[src/sv/spims_pkg.sv]
`timescale 1ns / 1ps
`default_nettype none

package spims_pkg;

   // widest word the shifter supports by default
   localparam int unsigned MAX_WORD_BITS_DEF = 32;

   // configuration port
   localparam int unsigned CSR_ADDR_WIDTH = 5;
   localparam int unsigned CSR_DATA_WIDTH = 32;

   // register indexes, byte address is 4 * index
   typedef enum logic [2:0] {
      REG_ENABLE         = 3'd0,
      REG_CLOCK_POLARITY = 3'd1,
      REG_CLOCK_PHASE    = 3'd2,
      REG_LSB_FIRST      = 3'd3,
      REG_WORD_SIZE      = 3'd4,
      REG_CLOCK_DIVIDER  = 3'd5
   } reg_index_type;

   // word length codes, the two unused codes select the long word
   localparam logic [1:0] WORD_SIZE_8  = 2'd0;
   localparam logic [1:0] WORD_SIZE_16 = 2'd1;

   typedef struct packed {
      logic       enable;
      logic       clock_polarity;
      logic       clock_phase;
      logic       lsb_first;
      logic [1:0] word_size;
      logic [7:0] clock_divider;
   } cfg_type;

endpackage

`default_nettype wire

[src/sv/spi_master_shift_engine.sv]
`timescale 1ns / 1ps
`default_nettype none

// spi master shift engine, one req transfer per bus clock tick
// req channel: one item per tick with the start request (tuser), the word to
//    send and the sampled miso level (tdata); a start while busy or disabled
//    is dropped
// rsp channel: exactly one item per req item with sclk, mosi, busy, done and
//    the received word (nonzero only on the done tick)
// csr port: apb-style writes set enable, mode, bit order, word size and the
//    divider; each sclk half period lasts divider + 1 ticks
// latency: the rsp item for a req item is presented the cycle after its
//    transfer; throughput is one item per cycle while rsp_tready is high, set
//    by the single next-state stage between shifter state and rsp register
// stall: when rsp_tready is low the rsp register holds its item and
//    req_tready drops; the shifter advances only on accepted req items, so no
//    tick is lost or repeated
// reset: shifter idle, config cleared, rsp register empty; the block is
//    ready right after reset with no clearing pass
module spi_master_shift_engine #(
   parameter int unsigned MAX_WORD_BITS = spims_pkg::MAX_WORD_BITS_DEF
) (
   input  wire logic                                 clock,
   input  wire logic                                 reset,
   // req: tdata [31:0] tx_word, [32] miso_level, [39:33] zero
   input  wire logic                                 req_tvalid,
   output logic                                      req_tready,
   input  wire logic [39:0]                          req_tdata,
   // req: tuser [0] start_word
   input  wire logic                                 req_tuser,
   // rsp: tdata [0] sclk_level, [1] mosi_level, [2] busy_res, [3] done_res,
   //    [35:4] rx_word, [39:36] zero
   output logic                                      rsp_tvalid,
   input  wire logic                                 rsp_tready,
   output logic      [39:0]                          rsp_tdata,
   input  wire logic                                 csr_psel,
   input  wire logic                                 csr_penable,
   input  wire logic                                 csr_pwrite,
   input  wire logic [spims_pkg::CSR_ADDR_WIDTH-1:0] csr_paddr,
   input  wire logic [spims_pkg::CSR_DATA_WIDTH-1:0] csr_pwdata,
   output logic      [spims_pkg::CSR_DATA_WIDTH-1:0] csr_prdata,
   output logic                                      csr_pready
);
   import spims_pkg::*;

   localparam int unsigned MW    = MAX_WORD_BITS;
   localparam int unsigned CNT_W = $clog2(MW + 1);

   // word lengths capped at the shifter width
   localparam logic [CNT_W-1:0] BITS_8  = CNT_W'(8);
   localparam logic [CNT_W-1:0] BITS_16 = CNT_W'((MW < 16) ? MW : 16);
   localparam logic [CNT_W-1:0] BITS_32 = CNT_W'(MW);
   // right shift that moves a full-width reversal down to the word length
   localparam logic [CNT_W-1:0] SHIFT_8  = CNT_W'(MW - 8);
   localparam logic [CNT_W-1:0] SHIFT_16 = CNT_W'(MW - ((MW < 16) ? MW : 16));
   localparam logic [CNT_W-1:0] SHIFT_32 = CNT_W'(0);
   localparam logic [MW-1:0]    MASK_8   = {MW{1'b1}} >> (MW - 8);
   localparam logic [MW-1:0]    MASK_16  = {MW{1'b1}} >> (MW - ((MW < 16) ? MW : 16));
   localparam logic [MW-1:0]    MASK_32  = {MW{1'b1}};

   function automatic logic [MW-1:0] reverse_bits(input logic [MW-1:0] v);
      logic [MW-1:0] r;
      for (int i = 0; i < MW; i++) begin
         r[i] = v[MW-1-i];
      end
      return r;
   endfunction

   cfg_type cfg;

   spims_csr u_csr (
      .clock       (clock),
      .reset       (reset),
      .csr_psel    (csr_psel),
      .csr_penable (csr_penable),
      .csr_pwrite  (csr_pwrite),
      .csr_paddr   (csr_paddr),
      .csr_pwdata  (csr_pwdata),
      .csr_prdata  (csr_prdata),
      .csr_pready  (csr_pready),
      .cfg         (cfg)
   );

   // req payload
   logic        start_word;
   logic [31:0] tx_word;
   logic        miso_level;

   assign start_word = req_tuser;
   assign tx_word    = req_tdata[31:0];
   assign miso_level = req_tdata[32];

   // shifter state
   logic [MW-1:0]    transmit_shift_ff, transmit_shift_in;
   logic [MW-1:0]    receive_shift_ff, receive_shift_in;
   logic [CNT_W-1:0] bits_remaining_ff, bits_remaining_in;
   logic [7:0]       divide_count_ff, divide_count_in;
   logic             second_half_ff, second_half_in;
   logic             active_ff, active_in;

   // rsp register
   logic             rsp_tvalid_ff, rsp_tvalid_in;
   logic [39:0]      rsp_tdata_ff, rsp_tdata_in;

   logic             req_accept;

   // word length selection from the current setting
   logic [CNT_W-1:0] word_bits;
   logic [CNT_W-1:0] word_shift;
   logic [MW-1:0]    word_mask;

   logic [MW-1:0]    tx_masked;
   logic [MW-1:0]    rx_masked;
   logic [MW-1:0]    rx_ordered;
   logic             done_res;
   logic             sclk_level;
   logic             mosi_level;

   // a new item goes in when the rsp register is empty or being drained
   assign req_tready = ~rsp_tvalid_ff | rsp_tready;
   assign req_accept = req_tvalid & req_tready;

   always_comb begin
      case (cfg.word_size)
         WORD_SIZE_8: begin
            word_bits  = BITS_8;
            word_shift = SHIFT_8;
            word_mask  = MASK_8;
         end
         WORD_SIZE_16: begin
            word_bits  = BITS_16;
            word_shift = SHIFT_16;
            word_mask  = MASK_16;
         end
         default: begin
            word_bits  = BITS_32;
            word_shift = SHIFT_32;
            word_mask  = MASK_32;
         end
      endcase
   end

   assign tx_masked  = tx_word[MW-1:0] & word_mask;
   assign rx_masked  = receive_shift_ff & word_mask;
   // shifter collects msb first, flip for lsb-first order
   assign rx_ordered = cfg.lsb_first ? (reverse_bits(rx_masked) >> word_shift) : rx_masked;

   // next state for one tick
   always_comb begin
      transmit_shift_in = transmit_shift_ff;
      receive_shift_in  = receive_shift_ff;
      bits_remaining_in = bits_remaining_ff;
      divide_count_in   = divide_count_ff;
      second_half_in    = second_half_ff;
      active_in         = active_ff;
      done_res          = 1'b0;
      if (active_ff) begin
         if (!cfg.enable) begin
            // abort, no done pulse
            active_in         = 1'b0;
            second_half_in    = 1'b0;
            divide_count_in   = '0;
            bits_remaining_in = '0;
         end else if (divide_count_ff < cfg.clock_divider) begin
            divide_count_in = divide_count_ff + 8'd1;
         end else begin
            divide_count_in = '0;
            if (!second_half_ff) begin
               // sample miso at the end of the first half
               receive_shift_in = {receive_shift_ff[MW-2:0], miso_level};
               second_half_in   = 1'b1;
            end else begin
               second_half_in    = 1'b0;
               transmit_shift_in = transmit_shift_ff >> 1;
               bits_remaining_in = bits_remaining_ff - CNT_W'(1);
               if (bits_remaining_in == '0) begin
                  active_in = 1'b0;
                  done_res  = 1'b1;
               end
            end
         end
      end else if (start_word && cfg.enable) begin
         // mosi always takes bit 0, so msb-first words are loaded reversed
         transmit_shift_in = cfg.lsb_first ? tx_masked
                                           : (reverse_bits(tx_masked) >> word_shift);
         receive_shift_in  = '0;
         bits_remaining_in = word_bits;
         divide_count_in   = '0;
         second_half_in    = 1'b0;
         active_in         = 1'b1;
      end
   end

   // pin levels after this tick
   assign sclk_level = active_in ? (cfg.clock_polarity ^ cfg.clock_phase ^ second_half_in)
                                 : cfg.clock_polarity;
   assign mosi_level = active_in & transmit_shift_in[0];

   always_comb begin
      rsp_tvalid_in = rsp_tvalid_ff & ~rsp_tready;
      rsp_tdata_in  = rsp_tdata_ff;
      if (req_accept) begin
         rsp_tvalid_in = 1'b1;
         rsp_tdata_in  = {4'd0,
                          done_res ? 32'(rx_ordered) : 32'd0,
                          done_res,
                          active_in,
                          mosi_level,
                          sclk_level};
      end
   end

   // control state
   always_ff @(posedge clock) begin
      if (reset) begin
         bits_remaining_ff <= '0;
         divide_count_ff   <= '0;
         second_half_ff    <= 1'b0;
         active_ff         <= 1'b0;
         rsp_tvalid_ff     <= 1'b0;
      end else begin
         if (req_accept) begin
            bits_remaining_ff <= bits_remaining_in;
            divide_count_ff   <= divide_count_in;
            second_half_ff    <= second_half_in;
            active_ff         <= active_in;
         end
         rsp_tvalid_ff <= rsp_tvalid_in;
      end
   end

   // payload, loaded at start before any use
   always_ff @(posedge clock) begin
      if (req_accept) begin
         transmit_shift_ff <= transmit_shift_in;
         receive_shift_ff  <= receive_shift_in;
      end
      rsp_tdata_ff <= rsp_tdata_in;
   end

   assign rsp_tvalid = rsp_tvalid_ff;
   assign rsp_tdata  = rsp_tdata_ff;

endmodule

`default_nettype wire

[src/sv/spims_csr.sv]
`timescale 1ns / 1ps
`default_nettype none

module spims_csr (
   input  wire logic                                 clock,
   input  wire logic                                 reset,
   input  wire logic                                 csr_psel,
   input  wire logic                                 csr_penable,
   input  wire logic                                 csr_pwrite,
   input  wire logic [spims_pkg::CSR_ADDR_WIDTH-1:0] csr_paddr,
   input  wire logic [spims_pkg::CSR_DATA_WIDTH-1:0] csr_pwdata,
   output logic      [spims_pkg::CSR_DATA_WIDTH-1:0] csr_prdata,
   output logic                                      csr_pready,
   output spims_pkg::cfg_type                        cfg
);
   import spims_pkg::*;

   cfg_type       cfg_ff;
   cfg_type       cfg_in;
   reg_index_type reg_index;
   logic          write_strobe;

   assign csr_pready   = 1'b1;
   assign reg_index    = reg_index_type'(csr_paddr[CSR_ADDR_WIDTH-1:2]);
   assign write_strobe = csr_psel & csr_penable & csr_pwrite & csr_pready;

   always_comb begin
      cfg_in = cfg_ff;
      if (write_strobe) begin
         case (reg_index)
            REG_ENABLE:         cfg_in.enable         = csr_pwdata[0];
            REG_CLOCK_POLARITY: cfg_in.clock_polarity = csr_pwdata[0];
            REG_CLOCK_PHASE:    cfg_in.clock_phase    = csr_pwdata[0];
            REG_LSB_FIRST:      cfg_in.lsb_first      = csr_pwdata[0];
            REG_WORD_SIZE:      cfg_in.word_size      = csr_pwdata[1:0];
            REG_CLOCK_DIVIDER:  cfg_in.clock_divider  = csr_pwdata[7:0];
            default:            cfg_in = cfg_ff;
         endcase
      end
   end

   always_comb begin
      case (reg_index)
         REG_ENABLE:         csr_prdata = CSR_DATA_WIDTH'(cfg_ff.enable);
         REG_CLOCK_POLARITY: csr_prdata = CSR_DATA_WIDTH'(cfg_ff.clock_polarity);
         REG_CLOCK_PHASE:    csr_prdata = CSR_DATA_WIDTH'(cfg_ff.clock_phase);
         REG_LSB_FIRST:      csr_prdata = CSR_DATA_WIDTH'(cfg_ff.lsb_first);
         REG_WORD_SIZE:      csr_prdata = CSR_DATA_WIDTH'(cfg_ff.word_size);
         REG_CLOCK_DIVIDER:  csr_prdata = CSR_DATA_WIDTH'(cfg_ff.clock_divider);
         default:            csr_prdata = '0;
      endcase
   end

   always_ff @(posedge clock) begin
      if (reset) begin
         cfg_ff <= '0;
      end else begin
         cfg_ff <= cfg_in;
      end
   end

   assign cfg = cfg_ff;

endmodule

`default_nettype wire
[config.mk]
export PLATFORM = sky130hd
export DESIGN_NAME = spi_master_shift_engine
export DESIGN_NICKNAME = d
export VERILOG_FILES = /design/src/sv/spims_pkg.sv /design/src/sv/spi_master_shift_engine.sv /design/src/sv/spims_csr.sv
export SDC_FILE = /design/constraint.sdc
export NUM_CORES = 1
export LEC_CHECK = 0
export BUFFER_PORTS_ARGS = -buffer_cell sky130_fd_sc_hd__buf_2
export CAP_MARGIN = 20
export CORE_MARGIN = 8
export CORE_UTILIZATION = 40
export DETAILED_ROUTE_END_ITERATION = 10
export PLACE_DENSITY = 0.64
export SYNTH_ARGS = -nofsm -noshare
export SYNTH_HDL_FRONTEND = slang
export SYNTH_SLANG_ARGS = --single-unit
[constraint.sdc]
create_clock -name clock -period 4.1 [get_ports clock]
set_clock_uncertainty 0.2 [all_clocks]
set_input_delay 0.82 -clock clock [delete_from_list [all_inputs] [get_ports clock]]
set_output_delay 0.82 -clock clock [all_outputs]
set_load 0.02 [all_outputs]
; ---- Yosys cells after proc, flatten, opt, wreduce, memory -nomap -nowiden
; Index checks and enable logic that the tools add are counted.
[word_totals]
elab_cells = 103
in_bits = 85
regBits = 131
[op_classes]
n_mux = 43
add_sub_neg = 2
reduce_logical = 15
eq_ne = 12
bitwise_logic = 12
n_shift = 2
n_lt_le_gt_ge = 1
[ops]
columns = operator, count
row1 = two-way mux 32 bit, 12
row2 = AND 32 bit, 2
row3 = case mux 32 bit (2 select lines), 1
row4 = >> shifter 32 x 6 -> 32 bit, 2
row5 = case mux 8 bit (6 select lines), 1
row6 = two-way mux 8 bit, 4
row7 = two-way mux 6 bit, 5
row8 = two-way mux 1 bit, 18
row9 = AND reduction 2 bit, 7
row10 = case mux 6 bit (2 select lines), 1
row11 = case mux 5 bit (2 select lines), 1
row12 = AND reduction 5 bit, 2
row13 = "adder 8 x 1 -> 8 bit, second input constant", 1
row14 = less-than comparator 8 bit, 1
row15 = "== test 3 x 2 -> 1 bit, second input constant", 2
row16 = "== test 3 bit, second input constant", 2
row17 = zero test 6 bit, 1
row18 = "!= test 2 bit, second input constant", 3
row19 = "!= test 3 bit, second input constant", 2
row20 = "subtractor 6 x 1 -> 6 bit, second input constant", 1
row21 = AND 1 bit, 5
row22 = AND reduction 4 bit, 1
row23 = "== test 3 x 1 -> 1 bit, second input constant", 1
row24 = zero test 3 bit, 1
row25 = 8 further kinds, 10

; ---- Depth between registers and ports, before layout
[depth]
ltp_word = 8
depth_mapped = 12
depth_no_buf = 10

; ---- Cells and area by module
; Synthesis repeated with hierarchy kept, for this count alone.
[unflattened]
hier_cells = 708
area_unflattened_um2 = 7240.7
[modules_own_cells]
columns = module, area_per_inst_um2, cells_per_inst, n_inst
row1 = spi_master_shift_engine, 6297.3, 603, 1
row2 = spims_csr, 943.4, 105, 1

; ---- Worst setup path after synthesis
; OpenSTA, ideal clock, no wires.
[synth_path]
kind = in2reg
start = input rsp_tready
end = register receive_shift_ff[0], enable pin
path_buffers = 0
path_slack_ns = -0.410
t_arrival_ns = 3.878
setup_time_ns = 0.432
required_ns = 3.468
stages = 5
path_cell_list = nand2b_1 -> nand2_1 -> inv_1 -> nand2b_1 -> a21oi_1
[synth_between]
elab_chain_cells = 3
[synth_rtl]
columns = item, line
row1 = from (decl), spi_master_shift_engine.sv:34  ; input wire logic rsp_tready,
row2 = OR 1 bit, spi_master_shift_engine.sv:120  ; assign req_tready = ~rsp_tvalid_ff | rsp_tready;
row3 = AND 1 bit, spi_master_shift_engine.sv:121  ; assign req_accept = req_tvalid & req_tready;
row4 = via req_accept, spi_master_shift_engine.sv:105  ; logic req_accept;
row5 = AND reduction 5 bit (no source line), n/a
row6 = to (signal assigned), spi_master_shift_engine.sv:236  ; receive_shift_ff <= receive_shift_in;
row7 = to (decl), spi_master_shift_engine.sv:95  ; logic [MW-1:0] receive_shift_ff, receive_shift_in;
; The timed path passes the listed nets, and every way through them passes these cells.
; A chain may end at the register's enable or synchronous reset.

; ---- Worst setup path in the final report
[layout_path]
start = register u_csr.cfg_ff, in the netlist u_csr.cfg[5]
end = register rsp_tdata_ff[19], in the netlist rsp_tdata[19], data pin
[layout_between]
elab_chain_cells = 4
[layout_rtl]
columns = item, line
row1 = from (decl), spims_csr.sv:18  ; cfg_type cfg_ff;
row2 = from (signal assigned), spims_csr.sv:58  ; cfg_ff <= cfg_in;
row3 = less-than comparator 8 bit, spi_master_shift_engine.sv:164  ; end else if (divide_count_ff < cfg.clock_divider) begin
row4 = two-way mux 1 bit, spi_master_shift_engine.sv:164
row5 = two-way mux 1 bit, spi_master_shift_engine.sv:158  ; if (!cfg.enable) begin
row6 = two-way mux 1 bit, spi_master_shift_engine.sv:157  ; if (active_ff) begin
row7 = via done_res, spi_master_shift_engine.sv:115  ; logic done_res;
row8 = to (signal assigned), spi_master_shift_engine.sv:238  ; rsp_tdata_ff <= rsp_tdata_in;
row9 = to (decl), spi_master_shift_engine.sv:103  ; logic [39:0] rsp_tdata_ff, rsp_tdata_in;
; The timed path passes the listed nets, and every way through them passes these cells.

==> flow_summary.json <==
{
  "status": "completed",
  "via_per_inst": 5.039,
  "drive_above_1_share": 0.1969,
  "grt_pass1_vias": 5044,
  "setup_violations": 0,
  "clk_latency_ns": 0.42,
  "fp-row-count": 48,
  "reg2reg_slack_ns": 1.32,
  "grt_max_degree": 50,
  "antenna_found_initial": 0,
  "fin_setup_tns_ns": 0,
  "max_cap_viol_count": 0,
  "dp_cells": 975,
  "antennaDiodeCount": 0,
  "fin_crit_sh": 0.6778,
  "vias": 5074,
  "p_total_w": 0.003363,
  "crit_arrival_ns": 2.71,
  "cts_resized": 0,
  "crit_path_start_kind": "flop",
  "slew_headroom": 0.5420,
  "stdcell_count": 1007,
  "leakagePower_nw": 3.078,
  "clockRootBuffer": "clkbuf_16",
  "rsz0062_at_grt": "no",
  "die_h_um": 148.1,
  "clk_pin_slew_worst_paths_ns": 0.06,
  "hold_path.class": "reg -> reg",
  "irDropWorstVdd_v": 0.0002608,
  "hpwl_um": 11210,
  "drtIter0Drc": 395,
  "final_cell_area_um2": 8189,
  "io_buffers": 97,
  "clock-sinks": 131,
  "cts_made_buffers": 17,
  "tightest_slew_ns": 0.6824,
  "critPathMaxFanout": 9,
  "netlist_area_um2": 6975,
  "grt_pass1_wl_um": 26340,
  "fmax_mhz": 359.9,
  "fillCellCount": 1634,
  "cp.required_ns": 4.03,
  "core_area_um2": 17180,
  "start_util": 0.4061,
  "fin_nets": 864,
  "ctsHoldBuffers": 0,
  "dpl_cell_area_um2": 7537,
  "fp.dieW_um": 148.1,
  "syn2layout_area_growth_pct": 17.40,
  "ys_ff_latch": 131,
  "ios": 160,
  "hold_viol": 0,
  "netlist_instances": 685,
  "drt-wirelength-per-cell_um": 16.19,
  "synthDistinctLibCells": 49,
  "grt_overflow": 0,
  "place_congestion": 0.7605,
  "dr.pass1.iters": 5,
  "ys_seq_area_frac": 0.5195,
  "cp-end-kind": "flop",
  "wirelength_um": 16300,
  "powerDensity_nw_per_um2": 410.7,
  "drtAntennaViolNets": 0,
  "clockBufferDepth": 2,
  "track_usage": 0.1501,
  "cts_tree": "yes",
  "yosysWarnings": 0,
  "slew_violations": 0,
  "dieArea_um2": 21920,
  "finalCriticalPeriod_ns": 2.779,
  "post_cts_buffers": 0,
  "drc": 0,
  "htreeDepth": 4,
  "worst-setup-path-type": "reg -> reg",
  "postSynthAreaPerCell_um2": 10.18
}
==> state kept, by name, indices dropped and copies added, names as in the netlist <==
name	flops
second_half_ff	1
divide_count_ff	8
bits_remaining_ff	6
rsp_tdata	36
transmit_shift_ff	32
u_csr.cfg	14
receive_shift_ff	32
rsp_tvalid	1
active_ff	1
==> per-stage QoR <==
step           hold slack, ns  utilization  setup slack [ns]
2_1_floorplan          0.2543            -            0.2575
3_3_place_gp           0.2726       0.4388             1.324
3_5_place_dp           0.2866       0.4388             1.293
4_1_cts                0.2957       0.4768             1.284
5_1_grt                0.3346       0.4768             1.157
6_report               0.2884       0.4768             1.321
==> routing by layer <==
layer | part of all wire | vias to the layer above | GRT usage
li1 | - | 2533 | -
met4 | 0.016 | 0 | 0.05303
met2 | 0.47 | 137 | 0.2370
met3 | 0.052 | 22 | 0.03950
met1 | 0.46 | 2382 | 0.1952
met5 | 0 | - | 0
==> cells in the mapped netlist (all sizes together) <==
master,n,area share
a211o,2,0.0025
a211oi,9,0.0097
a21oi,39,0.028
a311oi,9,0.013
a31oi,4,0.0045
and2,35,0.031
and3,4,0.0038
and4,1,0.0013
buf,41,0.041
clkbuf,27,0.015
conb,2,0.0011
dfxtp,31,0.089
edfxtp,100,0.43
ha,10,0.018
inv,16,0.0093
mux2i,84,0.12
nand2,65,0.038
nand2b,5,0.0045
nand3,8,0.0057
nand3b,1,0.0011
nand4,4,0.0036
nand4b,1,0.0013
nor2,106,0.058
nor2b,1,0.00090
nor3,4,0.0029
nor4,1,0.00090
o21a,3,0.0032
o21ai,54,0.039
o21bai,1,0.0011
o22ai,1,0.00090
o31ai,2,0.0041
o32ai,1,0.0013
or2,2,0.0018
or3,1,0.00090
xnor2,2,0.0025
xor2,8,0.010
==> logic make-up after synthesis <==
family,count (synthesis),synth area share
muxes,84,0.1205
other,2,0.001077
adders and majority gates,10,0.01794
DFF,131,0.5195
xor gates and xnor gates,10,0.01256
AOI/OAI and AO/OA,125,0.1076
and+or+nand+nor,239,0.1561
buffers and inverters,84,0.06475
==> path summary, 6_finish.rpt <==
kind | from | to | depth (start not counted)
setup / recovery | u_csr.cfg[5] | rsp_tdata[19] | 10
hold / removal | u_csr.cfg[12] | u_csr.cfg[12] | 2
setup reg to reg | u_csr.cfg[5] | rsp_tdata[19] | 10
hold reg to reg | u_csr.cfg[12] | u_csr.cfg[12] | 2
==> placed cells by master, fill, tap and decap left out, types with 6 or more instances in the layout <==
cell and instances:
inv_1 15, conb_1 29, nand2_1 63, ha_1 10, a311oi_1 7, edfxtp_1 100, clkbuf_16 17, buf_4 9
buf_2 97, a211oi_1 9, dfxtp_1 29, and2_1 35, a21oi_1 37, nand3_1 8, xor2_1 8, mux2i_1 84
nor2_1 104, o21ai_0 51, inv_6 6
==> worst max-delay path: stages, from the launching register on <==
cell,delay [ns]
dfxtp_1,0.34
inv_1,0.07
ha_1,0.30
a211o_1,0.25
a21oi_1,0.22
o31ai_4,0.15
and3_1,0.27
nand2_8,0.15
inv_6,0.04
o21ai_1,0.36
a211oi_1,0.12
==> power breakdown <==
part           switching, W  internal, W  leakage, nW  total [W]
Combinational      0.000140    0.0000661         1.55   0.000206
Sequential        0.0000199      0.00146         1.22    0.00148
Clock              0.000592      0.00109        0.312    0.00168
==> area by class of cell <==
cell class	instances	area (um^2)	share of cell area
clock buffers	18	429.2	0.05241
well taps	225	281.5	0.03438
multi-input cells	497	3009	0.3675
inverters	16	65.06	0.007945
clock inverters	14	222.7	0.02720
repair buffers	106	553.0	0.06753
flip-flops and latches	131	3628	0.4431
Note: power is estimated with default switching activity, not from simulation.
